**config.mk**
```make
export PLATFORM = sky130hd
export DESIGN_NAME = cbrf_ctrl
export DESIGN_NICKNAME = d
export VERILOG_FILES = /design/src/cbrf_pkg.sv /design/src/cbrf_ctrl.sv
export SDC_FILE = /design/constraint.sdc
export NUM_CORES = 1
export LEC_CHECK = 0
export ABC_AREA = 1
export BUFFER_PORTS_ARGS = -buffer_cell sky130_fd_sc_hd__buf_2
export CORE_AREA = 2 2 39 41
export CTS_CLUSTER_SIZE = 10
export DETAILED_ROUTE_END_ITERATION = 12
export DIE_AREA = 0 0 41 43
export PLACE_DENSITY = 0.72
export SLEW_MARGIN = 20
export SYNTH_ARGS = -nofsm -noshare
export SYNTH_HDL_FRONTEND = slang
export SYNTH_SLANG_ARGS = --single-unit
```
**constraint.sdc**
```tcl
create_clock -name clk -period 1.2 [get_ports clk]
set_input_delay 0.18 -clock clk [delete_from_list [all_inputs] [get_ports clk]]
set_output_delay 0.18 -clock clk [all_outputs]
set_load 0.02 [all_outputs]
```
**src/cbrf_pkg.sv**
```systemverilog
// ----------------------------------------------------------------------------
// cbrf_pkg: shared types and constants for the cubic bisection root finder
// Payload structs, controller/datapath command and status groups, defaults.
// ----------------------------------------------------------------------------
package cbrf_pkg;

	localparam int DataW      = 32;               // Q16.16 operand width
	localparam int AccW       = 64;               // Horner accumulator width
	localparam int EpsW       = 31;               // epsilon register width
	localparam int CountW     = 7;                // halving counter width
	localparam int FracW      = 16;               // fraction bits of Q16.16
	localparam int NumCoef    = 4;
	localparam int StepW      = 2;                // index into the coefficient set
	localparam int MaxIterDef = 48;

	localparam logic [EpsW-1:0] EpsReset = EpsW'(66);
	localparam logic [StepW-1:0] LastStep = StepW'(NumCoef - 1);

	localparam logic signed [AccW-1:0] AccMax = {1'b0, {(AccW-1){1'b1}}};
	localparam logic signed [AccW-1:0] AccMin = {1'b1, {(AccW-1){1'b0}}};

	typedef struct packed {
		logic signed [DataW-1:0] coef_cubic;
		logic signed [DataW-1:0] coef_square;
		logic signed [DataW-1:0] coef_linear;
		logic signed [DataW-1:0] coef_constant;
		logic signed [DataW-1:0] left_end;
		logic signed [DataW-1:0] right_end;
	} in_item_t;

	typedef struct packed {
		logic signed [DataW-1:0] root;
		logic [CountW-1:0]       halvings;
		logic                    limit_hit;
	} out_item_t;

	// controller -> datapath
	typedef struct packed {
		logic             ld_in;       // capture a new request
		logic             start_right; // x := right end, acc := cubic coef
		logic             start_mid;   // x := midpoint, acc := cubic coef
		logic             mul;         // partial products of acc * x
		logic             shf;         // combine, floor by 2^16, saturate
		logic             add;         // saturating add of coefficient
		logic [StepW-1:0] step;        // coefficient used by add
		logic             save_fr;     // keep p(right)
		logic             decide;      // move one end, count the halving
		logic             out_load;    // load the result register
		logic             limit;       // limit flag for the result
	} dp_cmd_t;

	// datapath -> controller
	typedef struct packed {
		logic gt_eps;  // right - left > epsilon
		logic at_max;  // halving count reached the limit
	} dp_stat_t;

endpackage

```
**src/cbrf_ctrl.sv**
```systemverilog
// ----------------------------------------------------------------------------
// cbrf_ctrl: sequencer for the bisection loop
// Runs the width check, Horner steps and end update; owns channel handshakes.
// ----------------------------------------------------------------------------
module cbrf_ctrl (
	input  logic                clk,
	input  logic                arst_n,
	input  logic                in_valid,
	output logic                in_ready,
	output logic                out_valid,
	input  logic                out_ready,
	input  cbrf_pkg::dp_stat_t  stat,
	output cbrf_pkg::dp_cmd_t   cmd
);

	typedef enum logic [2:0] {
		S_IDLE,
		S_CHECK,
		S_MUL,
		S_SHF,
		S_ADD,
		S_SAVE,
		S_DECIDE,
		S_FINISH
	} state_t;

	state_t                       state_q;
	logic                         out_valid_q;
	logic                         limit_q;
	logic                         fr_valid_q;
	logic                         tgt_mid_q;
	logic [cbrf_pkg::StepW-1:0]   step_q;
	logic                         slot_free;

	assign slot_free = !out_valid_q || out_ready;
	assign in_ready  = (state_q == S_IDLE);
	assign out_valid = out_valid_q;

	always_comb begin
		cmd             = '0;
		cmd.step        = step_q;
		cmd.limit       = limit_q;
		cmd.ld_in       = (state_q == S_IDLE) && in_valid;
		cmd.start_right = (state_q == S_CHECK) && stat.gt_eps && !stat.at_max && !fr_valid_q;
		cmd.start_mid   = (state_q == S_CHECK) && stat.gt_eps && !stat.at_max && fr_valid_q;
		cmd.mul         = (state_q == S_MUL);
		cmd.shf         = (state_q == S_SHF);
		cmd.add         = (state_q == S_ADD);
		cmd.save_fr     = (state_q == S_SAVE);
		cmd.decide      = (state_q == S_DECIDE);
		cmd.out_load    = (state_q == S_FINISH) && slot_free;
	end

	always_ff @(posedge clk or negedge arst_n) begin
		if (!arst_n) begin
			state_q     <= S_IDLE;
			out_valid_q <= 1'b0;
			limit_q     <= 1'b0;
			fr_valid_q  <= 1'b0;
			tgt_mid_q   <= 1'b0;
			step_q      <= '0;
		end else begin
			out_valid_q <= (out_valid_q && !out_ready) || cmd.out_load;
			unique case (state_q)
				S_IDLE: begin
					if (in_valid) begin
						fr_valid_q <= 1'b0;
						state_q    <= S_CHECK;
					end
				end
				S_CHECK: begin
					priority if (!stat.gt_eps) begin
						limit_q <= 1'b0;
						state_q <= S_FINISH;
					end else if (stat.at_max) begin
						limit_q <= 1'b1;
						state_q <= S_FINISH;
					end else begin
						tgt_mid_q <= fr_valid_q;
						step_q    <= cbrf_pkg::StepW'(1);
						state_q   <= S_MUL;
					end
				end
				S_MUL: begin
					state_q <= S_SHF;
				end
				S_SHF: begin
					state_q <= S_ADD;
				end
				S_ADD: begin
					if (step_q == cbrf_pkg::LastStep) begin
						state_q <= tgt_mid_q ? S_DECIDE : S_SAVE;
					end else begin
						step_q  <= step_q + cbrf_pkg::StepW'(1);
						state_q <= S_MUL;
					end
				end
				S_SAVE: begin
					fr_valid_q <= 1'b1;
					state_q    <= S_CHECK;
				end
				S_DECIDE: begin
					state_q <= S_CHECK;
				end
				S_FINISH: begin
					if (slot_free) begin
						state_q <= S_IDLE;
					end
				end
				default: begin
					state_q <= S_IDLE;
				end
			endcase
		end
	end

`ifndef SYNTHESIS
	a_load_free: assert property (@(posedge clk) disable iff (!arst_n)
		cmd.out_load |-> (!out_valid_q || out_ready))
		else $error("result loaded over an untaken result");
	a_decide_fr: assert property (@(posedge clk) disable iff (!arst_n)
		cmd.decide |-> fr_valid_q)
		else $error("end update without p(right)");
	a_accept_check: assert property (@(posedge clk) disable iff (!arst_n)
		(in_valid && in_ready) |=> (state_q == S_CHECK && !fr_valid_q))
		else $error("accepted request did not start a width check");
	a_eval_step: assert property (@(posedge clk) disable iff (!arst_n)
		(cmd.start_right || cmd.start_mid) |=> (state_q == S_MUL && step_q == 1))
		else $error("evaluation did not start at the first coefficient step");
`endif

endmodule

```
## Word level (Yosys, flattened, before mapping)

Index checks and enable logic that the tools add are counted.

- Register bits after elaboration: 9
- Output and inout bits: 14

- Add/subtract/negate cells: 1
- Mux-type cells: 15
- Reductions and logical operators: 22
- Bitwise gates (word level): 1
- Equal/unequal tests: 14

Operators by type and width:

| kind | number |
|---|---|
| 3-bit case mux with 7 select lines | 1 |
| 3-bit two-way mux | 5 |
| 3-bit equality test, second input constant | 4 |
| 2-bit != test, second input constant | 6 |
| 2-bit two-way mux | 4 |
| 1-bit logical AND | 7 |
| 3-bit by 2-bit equality test with 1-bit output, second input constant | 2 |
| 2-bit AND reduction | 3 |
| 1-bit zero test | 4 |
| 2-bit case mux with 2 select lines | 1 |
| 4-bit AND reduction | 1 |
| 2-bit nonzero test | 2 |
| 3-bit by 1-bit equality test with 1-bit output, second input constant | 1 |
| 3-bit zero test | 1 |
| 1-bit two-way mux | 3 |
| 3-bit AND reduction | 1 |
| 2-bit by 1-bit adder with 2-bit output, second input constant | 1 |
| 2-bit equality test, second input constant | 1 |
| 1-bit logical OR | 2 |
| 1-bit case mux with 2 select lines | 1 |
| 2-bit OR reduction | 1 |
| 1-bit inverter | 1 |

## Depth between registers and ports, before layout

Gate-level depths: netlist of the first run.

- Depth in word-level cells: 4
- Gate-level depth with buffers: 8

## Least setup slack after synthesis of the first run

No wires, ideal clock.

- Kind: reg-to-output
- From: reg state_q[0]
- To: out cmd[11] (netlist bit)
- Cell stages (with the launch flop): 5
- Data arrival time: 1.364 ns
- Setup slack: -0.344 ns
- Data required time: 1.020 ns
- Cell sequence: dfrtp_1 buf_6 nor3_1 nand2_1 inv_1

RTL lines:

| element | line | RTL |
|---|---|---|
| start: declaration | cbrf_ctrl.sv:27 | `state_t state_q;` |
| start signal: assignment | cbrf_ctrl.sv:92 | `state_q <= tgt_mid_q ? S_DECIDE : S_SAVE;` |
| end: declaration | cbrf_ctrl.sv:13 | `output cbrf_pkg::dp_cmd_t cmd` |

==> results of run 1 <==
-- worst max-delay path by stage --
stage	from	to	cells after the start
6_report	state_q[1]	cmd[9]	6
5_1_grt	state_q[1]	cmd[9]	6
4_1_cts	state_q[1]	cmd[11]	5
3_5_place_dp	state_q[0]	cmd[11]	5
3_3_place_gp	state_q[1]	cmd[10]	6
2_1_floorplan	state_q[0]	cmd[11]	4
-- area by class of cell --
type / count / area, um2 / area share, %
Tap cell: 16 / 20.02 / 1.820
Clock buffer: 4 / 26.28 / 2.389
Multi-Input combinational cell: 52 / 382.9 / 34.81
Inverter: 15 / 66.31 / 6.030
Timing Repair Buffer: 43 / 376.6 / 34.24
Sequential cell: 9 / 227.7 / 20.71
-- registers in the layout (all words and copies together) (netlist names) --
signal and flops:
state_q 3, tgt_mid_q 1, limit_q 1, out_valid 1, fr_valid_q 1, step_q 2
-- synth_stat cells --
cell / count
nand3b_1: 1
nand3_1: 8
inv_1: 13
nand3_2: 1
nor2_2: 3
nand4_1: 3
o21ai_1: 1
buf_6: 1
nor3_1: 3
nand2_2: 2
inv_2: 2
nor2_1: 4
nand2_1: 23
nand2_4: 1
ha_1: 1
o21ai_0: 1
buf_4: 1
dfrtp_1: 9
-- per-stage QoR --
step	total power, mW	std cells	utilization [%]
2_1_floorplan	1.470	78	-
3_3_place_gp	1.979	119	55.24
3_5_place_dp	2.002	119	55.24
4_1_cts	2.789	137	74.59
5_1_grt	3.389	139	79.48
6_report	3.199	139	79.48
-- power by group through the flow --
stage | logic [mW] | clock network, mW | registers (mW)
after detailed placement | 1.41 | 0 | 0.589
after global routing | 2.50 | 0.259 | 0.628
final | 2.33 | 0.243 | 0.623
after global placement | 1.39 | 0 | 0.586
after floorplan | 0.826 | 0 | 0.645
after CTS | 1.97 | 0.235 | 0.587
-- kinds of logic after synthesis --
logic type      Yosys count  synth area share (%)
fa+ha+maj                 1                 2.242
simple gates             49                 42.15
buf+inv                  17                 13.45
compound gates            2                 1.792
flops                     9                 40.36
-- routing by layer --
layer | part of all wire (%) | track usage [%]
met1 | 41 | 28.24
met2 | 51 | 40.31
met3 | 4.7 | 3.141
met4 | 3.5 | 6.667
met5 | 0 | 0
-- what timing repair did --
| action | 4_1_cts | 5_1_grt |
|---|---|---|
| resized for setup | 39 | 17 |
| buffers inserted | 13 | 6 |
| setup endpoints to repair | 12 | 16 |
| pin swaps | 10 | 10 |
| hold buffers | 1 | 0 |
| hold endpoints to repair | 9 | 0 |
==> impl_metrics.tcl, run 1 <==
set metrics [dict create \
    p_leak_nw 0.5751 \
    clock_skew_ns 0.0005909 \
    drv_slew 0 \
    grt_pass1_wl_um 2822 \
    fillers 75 \
    clk_pin_slew_worst_paths_ns 0.06 \
    numCtsBuffers 3 \
    detail-route-antenna-nets 0 \
    worstMarginPinSlew_ns 0.2234 \
    final_hold_viol_count 0 \
    diodes 0 \
    grt_overflow_total 0 \
    routed_via_density 5.072 \
    crit_slowest_cell "dfrtp_1" \
    clockBufferDepth 2 \
    r2r-end "state_q[0]" \
    fin_crit_sh_pct 129.8 \
    grt_antenna_before_repair 0 \
    fp.dieW_um 41 \
    area_growth_pct 97.08 \
    powerDensity_mw_per_mm2 2909 \
    syn_inst 78 \
    die_area_mm2 0.001763 \
    clock-root-buffer "clkbuf_4" \
    critPathKind "reg2out" \
    yosys.area.top_type "dfrtp_1" \
    rows 14 \
    swShare_pct 47.41 \
    layout-drive-gt1-share_pct 60.98 \
    core_mm2 0.001384 \
    hold_depth 2 \
    port_buffers 19 \
    clock.fmax_ghz 0.6418 \
    place_area_um2 764.5 \
    cp_num_buf_inv 4 \
    fin_ws_ns -0.3580 \
    grtUsageTotal_pct 23.33 \
    holdWs_ns 0.1307 \
    power_switching_mw 1.517 \
    required_ns 1.02 \
    peakVddDrop_mv 1.773 \
    fin_area_mm2 0.001100 \
    status "complete, but fails checks" \
    slew_headroom_pct 85.11 \
    synth-warning-count 0 \
    worstSetupStartpointType "flop" \
    ys_seq_area_share_pct 40.36 \
    gp_congestion 0.7998 \
    cts_tree "done" \
    violations "setup timing" \
    max_stage_delay_ns 0.43 \
    grt_pass1_vias 679 \
    synth_seq_cells 9 \
    critical_path.top_delay_family "buffers and inverters" \
    reg2reg_depth 8 \
    fin_nets 131 \
    numClockSinks 9 \
    r2r_setup_slack_ns -0.15 \
    min_period_ns 1.558 \
    drt_iter0_drc 17 \
    seqPwrFrac_pct 19.5 \
    min-delay-start "out_ready" \
    totalWireLength_um 2102 \
    grt_max_degree 10 \
    rsz0062_at_grt "true" \
    crit_fanout 4 \
    pin_count 20 \
    avgSynthCellArea_um2 7.154 \
    finalSetupViolCount 15 \
    synth_fp_nets 85 \
    synth_area_um2 558.0 \
    hp-class "in2reg" \
    drt-pass1-iter-count 4 \
    r2r-start "state_q[0]" \
    min_to "out_valid" \
    cp_cell_sequence "inv_2 > nand3_4 > inv_4 > nand4_1 > inv_1 > buf_6" \
    synth_cell_types 18 \
    cp.arrival_ns 1.38 \
    h-tree-depth 1 \
    synth_top_cells_by_area "dfrtp_1 40%, nand2_1 15%, inv_1 8.7%" \
    tns_ns -2.920 \
    p_int_mw 1.682 \
    start_util_pct 40.33 \
    max_cap_viol_count 0 \
    clk_latency_ns 0.26 \
    endpoint_kind "output pin" \
    wire_per_inst_um 15.12 \
    most-common-layout-cells "19 x buf_4, 18 x nand2_1, 11 x buf_6" \
    die_h_um 43 \
    drc 0 \
    pwr-share-clk_pct 7.6 \
    power_frac_comb_pct 72.9 \
    num_vias 705 \
    place_worst_setup_slack_ns -0.02150 \
    dpl.hpwl_um 993.6 \
    synth_top_area_share_pct 40.36 \
    final_common_cell "buf_4" \
]
Power figures use the tool's default switching activity.
==> run 2, diff against run 1 <==
Settings changed: ABC_AREA 1 to 0, PLACE_DENSITY 0.72 to 0.71.
Clock period 1.2 ns to 1.8 ns, I/O delays scaled along.
==> run 2 against run 1 <==
  * The flow now finishes without violations
  * Synthesized area fell by 2.0%
  * Sequential share of layout area up 13 points
  * Clock power down 39%
  * First-iteration DRC count fell by 47%
  * Highest routed layer unchanged
==> impl_metrics.tcl, run 2 <==
set metrics [dict create \
    status "finished clean" \
    dp_cells 95 \
    required_ns 1.53 \
    reg2reg_depth 4 \
    grt_antenna_before_repair 0 \
    yosys.area.top_type "dfrtp_1" \
    post_cts.repair.setup_buffers 0 \
    syn_inst 63 \
    max_cap_viol_count 0 \
    synth_compound_area_share_pct 15.33 \
    tns_ns 0 \
    layout.cells.non_filler 100 \
    layout-drive-gt1-share_pct 38.10 \
    routed_via_density 4.900 \
    numClockSinks 9 \
    grt_overflow_total 0 \
    synthFlopType "dfrtp_1" \
    hp-class "in2reg" \
    ys_seq_area_share_pct 41.19 \
    swShare_pct 47.37 \
    critPathKind "reg2out" \
    drt-pass1-iter-count 2 \
    pin_count 20 \
    die_area_mm2 0.001763 \
    synthAdderAreaFrac_pct 2.288 \
    gp_congestion 0.8218 \
    start_util_pct 39.51 \
    h-tree-depth 1 \
    cp.arrival_ns 1.38 \
    r2r-start "step_q[0]" \
    clock_skew_ns 0.002340 \
    clock-root-buffer "clkbuf_4" \
    synthMuxAreaShare_pct 1.831 \
    grt_pass1_wl_um 1759 \
    finalSetupViolCount 0 \
    rows 14 \
    power_frac_comb_pct 52.4 \
    area_growth_pct 24.94 \
    grt_max_degree 15 \
    min_period_ns 1.651 \
    p_int_mw 0.6629 \
    dpl.hpwl_um 836.7 \
    synth-warning-count 0 \
    peakVddDrop_mv 0.6802 \
    grtUsageTotal_pct 15.17 \
    drt_iter0_drc 9 \
    clockBufferDepth 2 \
    die_h_um 43 \
    clk_latency_ns 0.25 \
    synthArstFlopShare_pct 100.0 \
    synthXorXnorAreaFrac_pct 0 \
    fin_nets 92 \
    drv_slew 0 \
    synth_top_cells_by_area "dfrtp_1 41%, nor2_1 6.2%, a21oi_1 5.5%" \
    pwr-share-clk_pct 11.9 \
    top_regs "state_q (3), step_q (2)" \
    synth_edf_count 0 \
    synth_area_um2 546.8 \
    totalWireLength_um 1065 \
    worstMarginPinSlew_ns 0.2586 \
    p_leak_nw 0.3624 \
    hold_depth 3 \
    yosys.area_share.simple_pct 32.27 \
    synth_top_area_share_pct 41.19 \
    port_buffers 19 \
    cts_tree "done" \
    r2r_setup_slack_ns 0.62 \
    min_to "limit_q" \
    holdWs_ns 0.2606 \
    synth_top_family_by_area "simple AND/OR/NAND/NOR gates" \
    synth_fp_nets 70 \
    grt_pass1_vias 420 \
    drc 0 \
    powerDensity_mw_per_mm2 1844 \
    r2r-end "step_q[0]" \
    synth_seq_cells 9 \
    slew_headroom_pct 82.67 \
    endpoint_kind "output pin" \
    crit_fanout 10 \
    min-delay-start "stat[1]" \
    numCtsBuffers 3 \
    worstSetupStartpointType "flop" \
    power_switching_mw 0.5967 \
    clk_pin_slew_worst_paths_ns 0.06 \
    largest_register_ffs 3 \
    detail-route-antenna-nets 0 \
    fp.dieW_um 41 \
    fillers 140 \
    most-common-layout-cells "19 x buf_2, 9 x nor2_1, 6 x a21oi_1, 6 x dfrtp_1, 5 x nand2_1" \
    wire_per_inst_um 10.65 \
    rsz0062_at_grt "false" \
    diodes 0 \
    final_hold_viol_count 0 \
    seqPwrFrac_pct 35.8 \
    core_mm2 0.001384 \
    final_common_cell "buf_2" \
    fin_crit_sh_pct 91.75 \
    clock.fmax_ghz 0.6055 \
    avgSynthCellArea_um2 8.679 \
    netlist_top_cells_count "9 x dfrtp_1, 9 x nor2_1, 6 x a21oi_1" \
    regMostFlops "state_q" \
    synth_cell_types 26 \
    num_vias 490 \
]
==> run 2: changes by cell type after synthesis, sizes merged, moves of 4 or more <==
| cell | previous run | this run |
|---|---|---|
| nand2 | 26 | 5 |
| nand3 | 9 | 2 |
| nor2 | 7 | 11 |
| inv | 15 | 4 |
| a21oi | 0 | 7 |
==> run 2: cells by family after synthesis <==
logic type,after synthesis
compound gates,13
fa+ha+maj,1
buf+inv,7
flops,9
mux,1
simple gates,32
==> run 2: power by group through the flow <==
stage,clock (mW),sequential [mW],combinational (mW)
2_1_floorplan,0,0.407,0.550
3_3_place_gp,0,0.434,0.653
3_5_place_dp,0,0.438,0.658
4_1_cts,0.158,0.434,0.663
5_1_grt,0.174,0.477,0.740
6_report,0.149,0.451,0.659
==> run 2: metal layers <==
layer / up-vias / GRT usage, % / share of wire (%)
met5: - / 0 / 0
met4: 0 / 10.00 / 2.0
met3: 4 / 3.141 / 4.9
met2: 14 / 18.75 / 43
met1: 217 / 22.90 / 50
li1: 255 / - / -
==> run 2: per-stage QoR <==
step	worst slack, ns	instance area [um2]	utilization, %	power (mW)
floorplan	0.2323	546.8	-	0.9567
global placement	0.3403	638.1	46.11	1.088
detailed placement	0.2904	638.1	46.11	1.096
CTS	0.008089	674.4	48.73	1.255
global route	0.004497	683.2	49.37	1.391
finish	0.1485	683.2	49.37	1.260
==> run 2: worst max-delay path by stage <==
stage	startpoint	to	slack [ns]	cells past startpoint
global placement	state_q[2]	cmd[9]	0.34	4
floorplan	state_q[0]	cmd[11]	0.23	3
global route	state_q[2]	cmd[9]	0.004	4
CTS	state_q[2]	cmd[9]	0.008	4
detailed placement	state_q[2]	cmd[9]	0.29	4
finish	state_q[2]	cmd[9]	0.15	4
==> run 2: worst max-delay path: stages (launching register included) <==
cell and delay, ns:
dfrtp_2 0.49, nor2_4 0.16, nand3_1 0.17, nor2_2 0.14, buf_2 0.17
==> run 2: timing repair <==
action / in CTS / in global routing
hold buffers: 1 / 0
setup endpoints to repair: 0 / 3
resized for setup: 0 / 4
hold endpoints to repair: 9 / 0
==> run 2: final cells by class <==
type                            count  area [um2]  share of cell area [%]
Inverter                            4       15.01                   2.198
Clock buffer                        4       26.28                   3.846
Sequential cell                     9       229.0                   33.52
Tap cell                           16       20.02                   2.930
Timing Repair Buffer               20       105.1                   15.38
Multi-Input combinational cell     47       287.8                   42.12
